[config.mk]
export PLATFORM = sky130hd
export DESIGN_NAME = sorted_top_n_insert_top
export DESIGN_NICKNAME = d
export VERILOG_FILES = /design/src/design/stn_pkg.sv /design/src/design/sorted_top_n_insert_top.sv /design/src/design/stn_ram.sv /design/src/design/stn_prep.sv /design/src/design/stn_seq.sv
export SDC_FILE = /design/constraint.sdc
export NUM_CORES = 1
export LEC_CHECK = 0
export BUFFER_PORTS_ARGS = -buffer_cell sky130_fd_sc_hd__buf_2
export CORE_MARGIN = 3
export CORE_UTILIZATION = 43
export CTS_BUF_LIST = sky130_fd_sc_hd__clkbuf_8
export DETAILED_ROUTE_END_ITERATION = 8
export RECOVER_POWER = 50
export SLEW_MARGIN = 40
export SYNTH_ARGS = -nofsm -noshare
export SYNTH_HDL_FRONTEND = slang
export SYNTH_SLANG_ARGS = --single-unit
[constraint.sdc]
create_clock -name clock -period 30.7 [get_ports clock]
set_input_delay 3.07 -clock clock [delete_from_list [all_inputs] [get_ports clock]]
set_output_delay 3.07 -clock clock [all_outputs]
set_load 0.02 [all_outputs]
[src/design/stn_pkg.sv]
`timescale 1ns / 1ps

package stn_pkg;

   localparam int ENTRIES    = 4;
   localparam int NAME_CHARS = 6;

   localparam int NAME_W   = 48;
   localparam int SCORE_W  = 20;
   localparam int LINES_W  = 10;
   localparam int LEVEL_W  = 7;
   localparam int HEIGHT_W = 3;
   localparam int IN_W     = 32;
   localparam int PRANK_W  = 2;

   localparam int RANK_W = (ENTRIES > 1) ? $clog2(ENTRIES) : 1;
   localparam int ADDR_W = RANK_W + 1;
   localparam int DEPTH  = 1 << ADDR_W;

   localparam logic [SCORE_W-1:0] MAX_SCORE  = SCORE_W'(999999);
   localparam logic [SCORE_W-1:0] MAX_LINES  = SCORE_W'(999);
   localparam logic [SCORE_W-1:0] MAX_LEVEL  = SCORE_W'(99);
   localparam logic [SCORE_W-1:0] MAX_HEIGHT = SCORE_W'(5);

   localparam logic [7:0]  DASH         = 8'h2D;
   localparam logic [47:0] DEFAULT_NAME = 48'h5245_5941_4C50;

   localparam logic KIND_SUBMIT = 1'b0;
   localparam logic KIND_READ   = 1'b1;

   typedef struct packed {
      logic [NAME_W-1:0]   name;
      logic [SCORE_W-1:0]  score;
      logic [LINES_W-1:0]  lines;
      logic [LEVEL_W-1:0]  level;
      logic [HEIGHT_W-1:0] height;
   } rec_type;

   localparam int REC_W = $bits(rec_type);

   typedef struct packed {
      logic                   kind;
      logic                   mode;
      logic [NAME_W-1:0]      player_name;
      logic signed [IN_W-1:0] score_in;
      logic signed [IN_W-1:0] lines_in;
      logic signed [IN_W-1:0] level_in;
      logic signed [IN_W-1:0] height_in;
      logic [PRANK_W-1:0]     read_rank;
   } req_type;

   typedef struct packed {
      logic                accepted;
      logic [PRANK_W-1:0]  placed_rank;
      logic [NAME_W-1:0]   entry_name;
      logic [SCORE_W-1:0]  entry_score;
      logic [LINES_W-1:0]  entry_lines;
      logic [LEVEL_W-1:0]  entry_level;
      logic [HEIGHT_W-1:0] entry_height;
   } rsp_type;

   typedef enum logic [1:0] {
      ST_IDLE,
      ST_SCAN,
      ST_RESULT
   } state_type;

   function automatic logic [SCORE_W-1:0] sat_val(logic signed [IN_W-1:0] v,
                                                  logic [SCORE_W-1:0] hi);
      logic [SCORE_W-1:0] res;
      if (v < 0) begin
         res = '0;
      end else if (v > $signed({{(IN_W-SCORE_W){1'b0}}, hi})) begin
         res = hi;
      end else begin
         res = v[SCORE_W-1:0];
      end
      return res;
   endfunction

   function automatic logic [NAME_W-1:0] clean_name(logic [NAME_W-1:0] raw_name);
      logic [63:0] src;
      logic [63:0] res;
      logic        ended;
      logic [7:0]  c;
      res   = '0;
      ended = 1'b0;
      if (raw_name[7:0] == 8'h00) begin
         src = {16'h0000, DEFAULT_NAME};
      end else begin
         src = {16'h0000, raw_name};
      end
      for (int i = 0; i < NAME_CHARS && i < 8; i++) begin
         c = src[8*i +: 8];
         if (c == 8'h00) begin
            ended = 1'b1;
         end
         if (ended) begin
            c = DASH;
         end else begin
            if (c inside {[8'h61:8'h7A]}) begin
               c = c - 8'h20;
            end
            if (!(c inside {[8'h41:8'h5A], [8'h30:8'h39]})) begin
               c = DASH;
            end
         end
         res[8*i +: 8] = c;
      end
      return res[NAME_W-1:0];
   endfunction

   function automatic rec_type reset_rec();
      rec_type     r;
      logic [63:0] dashes;
      dashes = '0;
      for (int i = 0; i < NAME_CHARS && i < 8; i++) begin
         dashes[8*i +: 8] = DASH;
      end
      r      = '0;
      r.name = dashes[NAME_W-1:0];
      return r;
   endfunction

endpackage

[src/design/sorted_top_n_insert_top.sv]
`timescale 1ns / 1ps

// Two score tables of ENTRIES records each, one per mode, kept in descending
// score order in a single synchronous RAM addressed by mode and rank.
// A request is taken when req_valid is high and req_stall is low. A submit
// request saturates its fields, cleans the name and walks the ranks of its
// table once, one rank per cycle: the record goes in at the first rank with
// a lower score and every lower record moves down one rank in the same walk.
// A read request returns the record at the given rank, clamped to the table.
// Each request gives one response on the rsp_ channel, held while rsp_stall
// is high. A submit responds once its one-rank-per-cycle walk through the
// RAM port has passed every rank; a read responds after one RAM lookup.
// Requests are taken one at a time, and the next one is taken while an
// earlier response still waits in the output register.
// Reset clears a valid bit per RAM entry, so every entry reads as a zero
// record with a dashed name until written; no clearing pass is needed.

module sorted_top_n_insert_top
   import stn_pkg::*;
(
   input  logic    clock,
   input  logic    reset,
   input  logic    req_valid,
   output logic    req_stall,
   input  req_type req_payload,
   output logic    rsp_valid,
   input  logic    rsp_stall,
   output rsp_type rsp_payload
);

   rec_type           cand;
   logic              mem_wr_en;
   logic [ADDR_W-1:0] mem_wr_addr;
   rec_type           mem_wr_data;
   logic [ADDR_W-1:0] mem_rd_addr;
   rec_type           mem_rd_data;

   stn_prep u_prep (
      .req_payload (req_payload),
      .cand        (cand)
   );

   stn_seq u_seq (
      .clock       (clock),
      .reset       (reset),
      .req_valid   (req_valid),
      .req_stall   (req_stall),
      .req_payload (req_payload),
      .cand        (cand),
      .mem_wr_en   (mem_wr_en),
      .mem_wr_addr (mem_wr_addr),
      .mem_wr_data (mem_wr_data),
      .mem_rd_addr (mem_rd_addr),
      .mem_rd_data (mem_rd_data),
      .rsp_valid   (rsp_valid),
      .rsp_stall   (rsp_stall),
      .rsp_payload (rsp_payload)
   );

   stn_ram #(
      .WIDTH (REC_W),
      .DEPTH (DEPTH)
   ) u_ram (
      .clock   (clock),
      .wr_en   (mem_wr_en),
      .wr_addr (mem_wr_addr),
      .wr_data (mem_wr_data),
      .rd_addr (mem_rd_addr),
      .rd_data (mem_rd_data)
   );

endmodule

[src/design/stn_ram.sv]
`timescale 1ns / 1ps

module stn_ram #(
   parameter int WIDTH = 8,
   parameter int DEPTH = 16
) (
   input  logic                     clock,
   input  logic                     wr_en,
   input  logic [$clog2(DEPTH)-1:0] wr_addr,
   input  logic [WIDTH-1:0]         wr_data,
   input  logic [$clog2(DEPTH)-1:0] rd_addr,
   output logic [WIDTH-1:0]         rd_data
);

   logic [WIDTH-1:0] mem_ff [DEPTH];
   logic [WIDTH-1:0] rd_data_ff;

   always_ff @(posedge clock) begin
      if (wr_en) begin
         mem_ff[wr_addr] <= wr_data;
      end
      rd_data_ff <= mem_ff[rd_addr];
   end

   assign rd_data = rd_data_ff;

endmodule

[src/design/stn_prep.sv]
`timescale 1ns / 1ps

module stn_prep
   import stn_pkg::*;
(
   input  req_type req_payload,
   output rec_type cand
);

   always_comb begin
      cand.name   = clean_name(req_payload.player_name);
      cand.score  = sat_val(req_payload.score_in, MAX_SCORE);
      cand.lines  = LINES_W'(sat_val(req_payload.lines_in, MAX_LINES));
      cand.level  = LEVEL_W'(sat_val(req_payload.level_in, MAX_LEVEL));
      cand.height = HEIGHT_W'(sat_val(req_payload.height_in, MAX_HEIGHT));
   end

endmodule

[src/design/stn_seq.sv]
`timescale 1ns / 1ps

module stn_seq
   import stn_pkg::*;
(
   input  logic              clock,
   input  logic              reset,
   input  logic              req_valid,
   output logic              req_stall,
   input  req_type           req_payload,
   input  rec_type           cand,
   output logic              mem_wr_en,
   output logic [ADDR_W-1:0] mem_wr_addr,
   output rec_type           mem_wr_data,
   output logic [ADDR_W-1:0] mem_rd_addr,
   input  rec_type           mem_rd_data,
   output logic              rsp_valid,
   input  logic              rsp_stall,
   output rsp_type           rsp_payload
);

   localparam logic [RANK_W-1:0] LAST_RANK = RANK_W'(ENTRIES - 1);

   state_type         state_ff, state_in;
   logic              kind_ff, kind_in;
   logic              mode_ff, mode_in;
   logic [RANK_W-1:0] rank_ff, rank_in;
   logic [RANK_W-1:0] at_ff, at_in;
   logic              found_ff, found_in;
   rec_type           cand_ff, cand_in;
   rec_type           carry_ff, carry_in;
   logic [DEPTH-1:0]  valid_ff, valid_in;
   rsp_type           rsp_ff, rsp_in;
   logic              rsp_valid_ff, rsp_valid_in;

   logic [ADDR_W-1:0] cur_addr;
   rec_type           cur_rec;
   logic [RANK_W-1:0] read_rank_sat;
   logic [RANK_W-1:0] first_rank;
   logic [RANK_W-1:0] next_rank;

   always_ff @(posedge clock) begin
      if (reset) begin
         state_ff     <= ST_IDLE;
         valid_ff     <= '0;
         rsp_valid_ff <= 1'b0;
      end else begin
         state_ff     <= state_in;
         valid_ff     <= valid_in;
         rsp_valid_ff <= rsp_valid_in;
      end
   end

   always_ff @(posedge clock) begin
      kind_ff  <= kind_in;
      mode_ff  <= mode_in;
      rank_ff  <= rank_in;
      at_ff    <= at_in;
      found_ff <= found_in;
      cand_ff  <= cand_in;
      carry_ff <= carry_in;
      rsp_ff   <= rsp_in;
   end

   always_comb begin
      if (32'(req_payload.read_rank) >= 32'(ENTRIES)) begin
         read_rank_sat = LAST_RANK;
      end else begin
         read_rank_sat = RANK_W'(req_payload.read_rank);
      end
      first_rank = (req_payload.kind == KIND_READ) ? read_rank_sat : '0;
      next_rank  = rank_ff + 1'b1;
      cur_addr   = {mode_ff, rank_ff};
      cur_rec    = valid_ff[cur_addr] ? mem_rd_data : reset_rec();
   end

   always_comb begin
      state_in     = state_ff;
      kind_in      = kind_ff;
      mode_in      = mode_ff;
      rank_in      = rank_ff;
      at_in        = at_ff;
      found_in     = found_ff;
      cand_in      = cand_ff;
      carry_in     = carry_ff;
      valid_in     = valid_ff;
      rsp_in       = rsp_ff;
      rsp_valid_in = rsp_valid_ff;
      mem_wr_en    = 1'b0;
      mem_wr_addr  = cur_addr;
      mem_wr_data  = cand_ff;
      mem_rd_addr  = {mode_ff, next_rank};

      if (rsp_valid_ff && !rsp_stall) begin
         rsp_valid_in = 1'b0;
      end

      case (state_ff)
         ST_IDLE: begin
            mem_rd_addr = {req_payload.mode, first_rank};
            if (req_valid) begin
               kind_in  = req_payload.kind;
               mode_in  = req_payload.mode;
               rank_in  = first_rank;
               cand_in  = cand;
               found_in = 1'b0;
               at_in    = '0;
               state_in = ST_SCAN;
            end
         end
         ST_SCAN: begin
            carry_in = cur_rec;
            if (kind_ff == KIND_READ) begin
               state_in = ST_RESULT;
            end else begin
               if (found_ff) begin
                  mem_wr_en   = 1'b1;
                  mem_wr_data = carry_ff;
               end else if (cand_ff.score > cur_rec.score) begin
                  mem_wr_en   = 1'b1;
                  mem_wr_data = cand_ff;
                  found_in    = 1'b1;
                  at_in       = rank_ff;
               end
               if (mem_wr_en) begin
                  valid_in[cur_addr] = 1'b1;
               end
               if (rank_ff == LAST_RANK) begin
                  state_in = ST_RESULT;
               end else begin
                  rank_in = next_rank;
               end
            end
         end
         ST_RESULT: begin
            if (!rsp_valid_ff || !rsp_stall) begin
               if (kind_ff == KIND_READ) begin
                  rsp_in.accepted     = 1'b1;
                  rsp_in.placed_rank  = PRANK_W'(rank_ff);
                  rsp_in.entry_name   = carry_ff.name;
                  rsp_in.entry_score  = carry_ff.score;
                  rsp_in.entry_lines  = carry_ff.lines;
                  rsp_in.entry_level  = carry_ff.level;
                  rsp_in.entry_height = carry_ff.height;
               end else if (found_ff) begin
                  rsp_in.accepted     = 1'b1;
                  rsp_in.placed_rank  = PRANK_W'(at_ff);
                  rsp_in.entry_name   = cand_ff.name;
                  rsp_in.entry_score  = cand_ff.score;
                  rsp_in.entry_lines  = cand_ff.lines;
                  rsp_in.entry_level  = cand_ff.level;
                  rsp_in.entry_height = cand_ff.height;
               end else begin
                  rsp_in = '0;
               end
               rsp_valid_in = 1'b1;
               state_in     = ST_IDLE;
            end
         end
         default: begin
            state_in = ST_IDLE;
         end
      endcase
   end

   assign req_stall   = (state_ff != ST_IDLE);
   assign rsp_valid   = rsp_valid_ff;
   assign rsp_payload = rsp_ff;

endmodule

* After elaboration in Yosys (flattened, before gate mapping)
Memory sizes are Yosys's and may differ from the RTL's. A register that Yosys moved wholly into a read port is not among the register bits. Index checks and enable logic that the tools add are counted.
Operators by class: add/subtract/negate cells 7, $lt $le $gt $ge 47, reduce and logical (&&, ||, !) cells 56, equality and inequality tests 10, bitwise operators 8, mux-type cells 62
Operator list (count):
- 88-bit two-way mux | 3
- 32-bit by 1-bit < comparator with 1-bit output, second input constant | 4
- 8-bit by 7-bit greater-or-equal comparator with 1-bit output, second input constant | 12
- 8-bit by 7-bit <= comparator with 1-bit output, second input constant | 12
- 8-bit two-way mux | 12
- 91-bit two-way mux | 1
- 90-bit two-way mux | 1
- 8-bit logical NOT | 7
- 8-bit by 6-bit greater-or-equal comparator with 1-bit output, second input constant | 6
- 8-bit by 6-bit <= comparator with 1-bit output, second input constant | 6
- 48-bit two-way mux | 1
- 8-bit by 6-bit subtractor with 8-bit output, second input constant | 6
- 40-bit two-way mux | 1
- 32-bit by 11-bit greater-than comparator with 1-bit output, second input constant | 1
- 32-bit by 21-bit greater-than comparator with 1-bit output, second input constant | 1
- 32-bit by 4-bit greater-than comparator with 1-bit output, second input constant | 1
- 32-bit by 8-bit greater-than comparator with 1-bit output, second input constant | 1
- 2-bit two-way mux | 12
- 20-bit greater-than comparator | 1
- 1-bit logical AND | 20
- 1-bit two-way mux | 20
- 20-bit two-way mux | 1
- 2-bit OR reduction | 10
- 2-bit nonzero test | 8
- 25 further kinds | 42
Storage, ports and cells: input bits 184, RAM bits 704, logic and storage cells 225, memories kept 1, register bits after elaboration 285
Memory list:
- u_ram.mem_ff | depth 8, width 88, read ports 1, clocked after memory_dff 1, wr ports 1, line stn_ram.sv:15 | logic [WIDTH-1:0] mem_ff [DEPTH];

* Longest topological paths before layout
Gate-level depths: netlist of the first run.
depth after elaboration 15, gate-level depth with buffers 13, depth with buffers taken out 11

* Hierarchy
Synthesis of the first run repeated with hierarchy kept, for this count alone.
Second synthesis, totals: cells, all modules 2185, area, all modules 42041.6 µm²
By module, submodules not included:
- stn_ram | area each 28237.1 µm², cells an instance 1119, times used 1
- stn_seq | area each 11990.2 µm², cells an instance 753, times used 1
- stn_prep | area each 1814.2 µm², cells an instance 313, times used 1

* Worst setup path after synthesis of the first run
OpenSTA, ideal clock, no wires.
path type reg2reg, from register u_seq.rank_ff[0], to memory u_ram.mem_ff[0][0] (netlist bit) (enable), buffers on the path 3, arrival time 11726 ps, stages on the path, launching flop included 14, period minus slack after synthesis 12477 ps, slack 18223 ps, path through edfxtp_1 buf_2 mux4_2 o21ai_1 buf_2 buf_2 nand2_1 ha_1 nand4_1 or4_1 a21o_1 a21oi_2 o31ai_4 nor4_1
Between the ends: cells in the longest elaborated chain, start to end 12
RTL lines:
- start, declared | line stn_seq.sv:27 | logic [RANK_W-1:0] rank_ff, rank_in;
- start signal, assigned | line stn_seq.sv:57 | rank_ff <= rank_in;
- 1-bit binary-select mux with 3-bit select | line stn_seq.sv:74 | cur_rec = valid_ff[cur_addr] ? mem_rd_data : reset_rec();
- 1-bit two-way mux (not written as such) | line stn_seq.sv:74
- 40-bit two-way mux | line stn_seq.sv:74
- 20-bit greater-than comparator | line stn_seq.sv:119 | end else if (cand_ff.score > cur_rec.score) begin
- 1-bit two-way mux | line stn_seq.sv:119
- 1-bit two-way mux | line stn_seq.sv:116 | if (found_ff) begin
- 1-bit two-way mux
- 1-bit two-way mux | line stn_seq.sv:98 | case (state_ff)
- 1-bit two-way mux | line stn_seq.sv:113 | if (kind_ff == KIND_READ) begin
- 1-bit two-way mux | line stn_seq.sv:98
- 1-bit two-way mux | line stn_ram.sv:19 | if (wr_en) begin
- 1-bit two-way mux (not written as such) | line stn_ram.sv:20 | mem_ff[wr_addr] <= wr_data;
- end, declared | line stn_ram.sv:15
Parallel ways exist; a longest one is shown, timed or not. The select of a mux whose other input is x is not followed.

* Worst setup path after layout of the first run
from register u_seq.rank_ff[0], to memory u_ram.mem_ff[2][21] (netlist bit) (enable)
Same word-level chain as after synthesis.

==> flow_summary.toml, run 1 <==
[run_status]
status = "finished, violations left"
violations = "max-capacitance violations, max-slew violations"

[critical_path]
reg2reg_depth = 14
end_kind = "flop"
required_ns = 31.13
path_max_fanout = 51
r2r_setup_slack_ns = 20.74
timing.rr.start = "u_seq.rank_ff[0]"
crit_arrival_ns = 10.40
start_kind = "flop"
critPathKind = "reg2reg"
timing.rr.end = "u_ram.mem_ff[2][21]"

[place]
numPortBuffers = 276
place_congestion = 0.787
dp_hpwl_mm = 56.2

[power_and_ir_drop]
pwr-share-comb = 0.099
p_per_area_nw_per_um2 = 63.7
power_leakage_uw = 0.0195
p_seq_frac = 0.531
vdd_drop_max_uv = 29.1
swShare = 0.239
p_sw_uw = 757
p_int_uw = 2410
p_clk_frac = 0.370

[synth]
syn-cell-area_um2 = 43400
ys_warn_count = 0
avgSynthCellArea_um2 = 16.9
postSynthCellCount = 2562
synth-edff-count = 978
ys.flop_type = "edfxtp_1"
yosys.area.top_type = "edfxtp_1"
synth.top_cells.by_area = "edfxtp_1 68%, mux2i_1 12%, dfxtp_1 4.6%"
synth_sequential_area_ratio = 0.722
async_flop_share = 0
ys_ff_latch = 1077
synth_top_area_frac = 0.677
ys_types = 73

[flow_run]
cap_violations = 13

[cts]
cts_hold_buffers = 0
clk_pin_slew_worst_paths_ns = 0.06
cts.path.max_buffers = 3
clk_latency_ns = 0.82
root_buffer = "clkbuf_8"
cts_tree = "yes"
clkSinkCount = 1077
cts_buffers = 173
cts_setup_buffers = 0
htreeDepth = 4
cts_resized = 0

[global_routing]
grt_max_degree = 68
antenna_found_initial = 2
grt_pass1_wl_mm = 150
grt_use_total = 0.191
overflow = 0
grt_pass1_vias = 24600

[floorplanning]
io_pins = 277
start_util = 0.437
fp-row-count = 115
die_h_um = 324
dieWidth_um = 324
dieArea_um2 = 105000
core-area_um2 = 99300

[sta]
slew_viol_final = 606
fin_crit_sh = 0.325
fin_tns_setup_ns = 0
setup_violations = 0
hold_viol = 0
fmax_mhz = 100
period_needed_ns = 9.96
fin_worst_skew_ns = 0.0332
rsz0062_at_grt = "no"
max-slew-margin-rel = -2.03
tightest_slew_ns = 4.54

[layout]
area_growth_pct = 14.8
final_util = 0.502
drive_above_1_share = 0.213
fin_nets = 3164

[worst_hold_path]
min_from = "u_seq.valid_ff[3]"
hold_path_depth = 2
hold_path.class = "reg2reg"
hold_path_end = "u_seq.valid_ff[3]"

[detailed_routing]
met3WireLength_mm = 5.02
first_pass_iters = 4
wl_met1_mm = 45.6
routed_wl_mm = 100
highest_layer = "met4"
routed_via_density = 5.36
drc_errors = 0
ant_nets = 0
dr_total_vias = 23500
route.met2.wl_mm = 48.4
routedWlPerCell_um = 22.9
drtIter0Drc = 1553
## cells by family (layout without fill, tap and decap cells)
| logic type | count (synthesis) | count (layout) | share of synthesized area |
|---|---|---|---|
| other cells | 1 | 7 | 0.0000864 |
| mux | 707 | 707 | 0.169 |
| fa+ha+maj | 33 | 33 | 0.00951 |
| compound gates | 230 | 230 | 0.0401 |
| flops | 1077 | 1077 | 0.722 |
| simple gates | 319 | 319 | 0.0407 |
| buf+inv | 195 | 721 | 0.0186 |
## area by class of cell
| cell class | instances | area [um2] |
|---|---|---|
| Fill cell | 8266 | 49500 |
| Sequential cell | 1077 | 31400 |
| Multi-Input combinational cell | 1295 | 11400 |
| Clock buffer | 198 | 2730 |
| Timing Repair Buffer | 320 | 1840 |
| Tap cell | 1287 | 1610 |
| Clock inverter | 123 | 626 |
| Inverter | 80 | 303 |
| Antenna cell | 1 | 2.50 |
## critical path, cell delays in order, from the launching register on
cell	delay (ns)
edfxtp_1	0.62
mux4_2	0.55
o21ai_0	0.18
clkbuf_1	1.84
clkbuf_1	2.40
nand2_1	0.32
ha_1	0.44
nand4_1	0.21
or4_1	0.59
a21o_1	0.19
a21oi_2	0.26
o31ai_4	0.19
nor2_4	0.44
buf_6	0.62
buf_4	0.61
## synth_stat cells (21+ instances only)
| library cell | number |
|---|---|
| edfxtp_1 | 978 |
| mux2i_1 | 530 |
| mux2_2 | 170 |
| dfxtp_1 | 99 |
| a22o_1 | 89 |
| inv_1 | 80 |
| and2_1 | 64 |
| buf_2 | 61 |
| a21oi_1 | 58 |
| nand2_1 | 56 |
| nor2_1 | 52 |
| clkbuf_1 | 50 |
| nand2b_1 | 34 |
| ha_1 | 33 |
| nor4_1 | 22 |
| o21ai_0 | 21 |
## through the flow
step	setup WS (ns)	cells	total power [uW]	hold WS, ns	instance area (um2)
after floorplan	18.22	2567	1930	0.445	43400
after global placement	23.86	4053	2020	0.462	46400
after detailed placement	24.06	4059	2030	0.459	46600
after CTS	24.01	4380	3210	0.468	49900
after global routing	20.16	4381	3310	0.498	49800
final	20.74	4381	3170	0.471	49800
## sequential cells by signal, summed over array words and instances, names as in the netlist
name and count:
u_seq.rsp_valid 1, u_seq.kind_ff 1, u_seq.cand_ff 88, u_seq.rsp_payload 91, u_ram.mem_ff 704, u_ram.rd_data 88, u_seq.rank_ff 2, u_seq.carry_ff 88
u_seq.found_ff 1, u_seq.valid_ff 8, u_seq.state_ff 2, u_seq.at_ff 2, u_seq.mode_ff 1
## per-layer routing
metal  global-route usage  up-vias
met5                    0        -
met4               0.0500        0
met3               0.0340      118
met2                0.311      652
met1                0.265    12000
li1                     -    10700
## how the worst max path moves through the flow
| stage | startpoint | end | slack (ns) | cells after the start |
|---|---|---|---|---|
| 3_5_place_dp | u_seq.rank_ff[0] | u_ram.mem_ff[2][39] | 24.06 | 14 |
| 6_report | u_seq.rank_ff[0] | u_ram.mem_ff[2][21] | 20.74 | 14 |
| 4_1_cts | u_seq.rank_ff[0] | u_ram.mem_ff[2][39] | 24.01 | 14 |
| 2_1_floorplan | u_seq.rank_ff[0] | u_ram.mem_ff[0][0] | 18.22 | 13 |
| 3_3_place_gp | u_seq.rank_ff[0] | u_ram.mem_ff[2][21] | 23.86 | 14 |
| 5_1_grt | u_seq.rank_ff[0] | u_ram.mem_ff[2][43] | 20.16 | 14 |
## power groups by stage
stage / registers [uW] / logic [uW] / clock network, uW
finish: 1680 / 313 / 1170
global route: 1690 / 338 / 1280
CTS: 1680 / 320 / 1210
detailed placement: 1710 / 318 / 0
global placement: 1710 / 306 / 0
floorplan: 1710 / 217 / 0
## placed cells by master (no fill, tap or decap), drive strengths merged, types with 60 or more instances in the layout
cell / netlist / layout
a21oi: 60 / 60
a22o: 89 / 89
and2: 64 / 64
buf: 65 / 302
clkbuf: 50 / 216
dfxtp: 99 / 99
edfxtp: 978 / 978
inv: 80 / 141
mux2: 175 / 175
mux2i: 530 / 530
No activity file was read; power rests on OpenSTA's default activity.
==> run 2: changes to the inputs <==
- ABC_AREA: unset -> 1
- clock period: 30.7 -> 10.3 ns (I/O delays scaled with it)
==> flow_summary.toml, run 2 <==
[layout]
fin_nets = 4209
final_util = 0.491
largest_reg_flops = 704
fin_cells = 5497
area_growth_pct = 13.0
largest_register = "u_ram.mem_ff"
stdcell_area_um2 = 49200
drive_above_1_share = 0.121
final_cell_mix = "978 x edfxtp_1, 756 x nor2_1, 492 x o21ai_0"
layout_commonest_cell = "edfxtp_1"

[detailed_routing]
routed_wl_mm = 105
ant_nets = 0
drc_errors = 0
routedWlPerCell_um = 19.1
dr_total_vias = 28500
routed_via_density = 5.19
drtIter0Drc = 2327
first_pass_iters = 5

[synth]
avgSynthCellArea_um2 = 11.8
synth-edff-count = 978
syn-cell-area_um2 = 43500
synth.most_common_cell = "edfxtp_1"
ys_ff_latch = 1077
ys_warn_count = 0
synth.top_cells.by_area = "edfxtp_1 67%, nor2_1 6.4%, o21ai_0 6.0%"
yosys.area.top_type = "edfxtp_1"
ys.flop_type = "edfxtp_1"
postSynthCellCount = 3699
synthTopCellsByCount = "978 x edfxtp_1, 746 x nor2_1, 524 x o21ai_0, 297 x inv_1, 230 x nand2_1"
async_flop_share = 0
synth_top_area_frac = 0.674
synth_sequential_area_ratio = 0.720
ys_types = 45

[sta]
fmax_mhz = 139
period_needed_ns = 7.19
fin_tns_setup_ns = 0
fin_crit_sh = 0.698
fin_worst_skew_ns = 0.0266
setup_slack_ns = 3.11
hold_viol = 0
rsz0062_at_grt = "no"
tightest_slew_ns = 4.41
setup_violations = 0
max-slew-margin-rel = -1.94
slew_viol_final = 586

[floorplanning]
dieWidth_um = 324
start_util = 0.434
dieArea_um2 = 105000
fp-row-count = 116
core-area_um2 = 100000
io_pins = 277
die_h_um = 324

[cts]
root_buffer = "clkbuf_8"
cts_tree = "yes"
cts_buffers = 173
cts_setup_buffers = 0
cts.path.max_buffers = 3
clk_pin_slew_worst_paths_ns = 0.06
htreeDepth = 4
clk_latency_ns = 0.81
cts_hold_buffers = 0
clkSinkCount = 1077
cts_resized = 0

[critical_path]
end_kind = "flop"
start_kind = "flop"
crit_arrival_ns = 7.65
critPathKind = "reg2reg"
r2r_setup_slack_ns = 3.11
path_max_fanout = 60
cp-startpoint = "u_seq.state_ff[0]"
setup.worst_path.end = "u_ram.mem_ff[0][18]"
timing.rr.start = "u_seq.state_ff[0]"
timing.rr.end = "u_ram.mem_ff[0][18]"
reg2reg_depth = 7
required_ns = 10.77

[worst_hold_path]
hold_path_depth = 2
hold_path.class = "reg2reg"

[place]
place_area_um2 = 46300
place_ws_ns = 5.15
dp_hpwl_mm = 59.0
place_congestion = 0.813
place_inst = 5173
numPortBuffers = 276

[power_and_ir_drop]
swShare = 0.259
vdd_drop_max_uv = 97.8
p_sw_uw = 2470
p_seq_frac = 0.532
pwr-share-comb = 0.107
power_leakage_uw = 0.0182
p_int_uw = 7050
p_clk_frac = 0.361
p_per_area_nw_per_um2 = 193

[global_routing]
grt_pass1_vias = 27600
grt_use_total = 0.197
grt_pass1_wl_mm = 160
grt_max_degree = 193
overflow = 0
antenna_found_initial = 2

[run_status]
violations = "max-capacitance violations, max-slew violations"
status = "finished, violations left"

[flow_run]
cap_violations = 13
[run 2: metrics by stage]
step | power (uW) | hold WS (ns)
5_1_grt | 9950 | 0.470
3_5_place_dp | 6180 | 0.446
6_report | 9520 | 0.456
3_3_place_gp | 6160 | 0.443
2_1_floorplan | 5810 | 0.425
4_1_cts | 9620 | 0.385
[run 2: layer usage]
metal  vias to the layer above  track usage  wire length [um]  part of all wire
met3                       160       0.0353              6760             0.064
met4                         0       0.0628              2060             0.020
met5                         -            0                 0                 0
met2                       903        0.315             48800              0.46
li1                      13600            -                 -                 -
met1                     13900        0.277             47600              0.45
[run 2: how the worst min path moves through the flow]
| stage | start | endpoint | slack (ns) |
|---|---|---|---|
| 2_1_floorplan | u_seq.valid_ff[0] | u_seq.valid_ff[0] | 0.42 |
| 3_3_place_gp | u_seq.valid_ff[5] | u_seq.valid_ff[5] | 0.44 |
| 3_5_place_dp | u_seq.valid_ff[2] | u_seq.valid_ff[2] | 0.45 |
| 4_1_cts | req_payload[178] | u_seq.mode_ff | 0.38 |
| 5_1_grt | u_seq.valid_ff[5] | u_seq.valid_ff[5] | 0.47 |
| 6_report | u_seq.valid_ff[5] | u_seq.valid_ff[5] | 0.46 |
[run 2: final cells by class]
| class | instances | area (um2) |
|---|---|---|
| inverters | 318 | 1240 |
| clock buffers | 193 | 2660 |
| flip-flops and latches | 1077 | 31400 |
| fillers | 8988 | 51100 |
| clock inverters | 129 | 619 |
| diodes | 1 | 2.50 |
| multi-input cells | 2106 | 10000 |
| repair buffers | 316 | 1600 |
| well taps | 1357 | 1700 |
[run 2: cell families (layout without fill, tap and decap cells)]
family | count (synthesis) | after routing | share of synthesized area
flops | 1077 | 1077 | 0.720
simple gates | 1268 | 1268 | 0.124
buf+inv | 521 | 956 | 0.0479
other cells | 1 | 7 | 0.0000861
compound gates | 799 | 799 | 0.0986
fa+ha+maj | 33 | 33 | 0.00948
[run 2: power groups by stage]
stage	clock, uW	sequential (uW)	combinational, uW
after floorplan	0	5140	672
after global placement	0	5150	1010
after detailed placement	0	5140	1030
after CTS	3520	5060	1040
after global routing	3720	5080	1150
final	3430	5060	1020
[run 2: critical path: stages, from the launching register on]
cell	delay [ns]
dfxtp_1	0.33
inv_1	0.08
nor2_4	0.08
clkbuf_1	0.82
clkbuf_1	1.45
nand3_1	1.74
clkbuf_1	1.22
o21ai_1	1.08
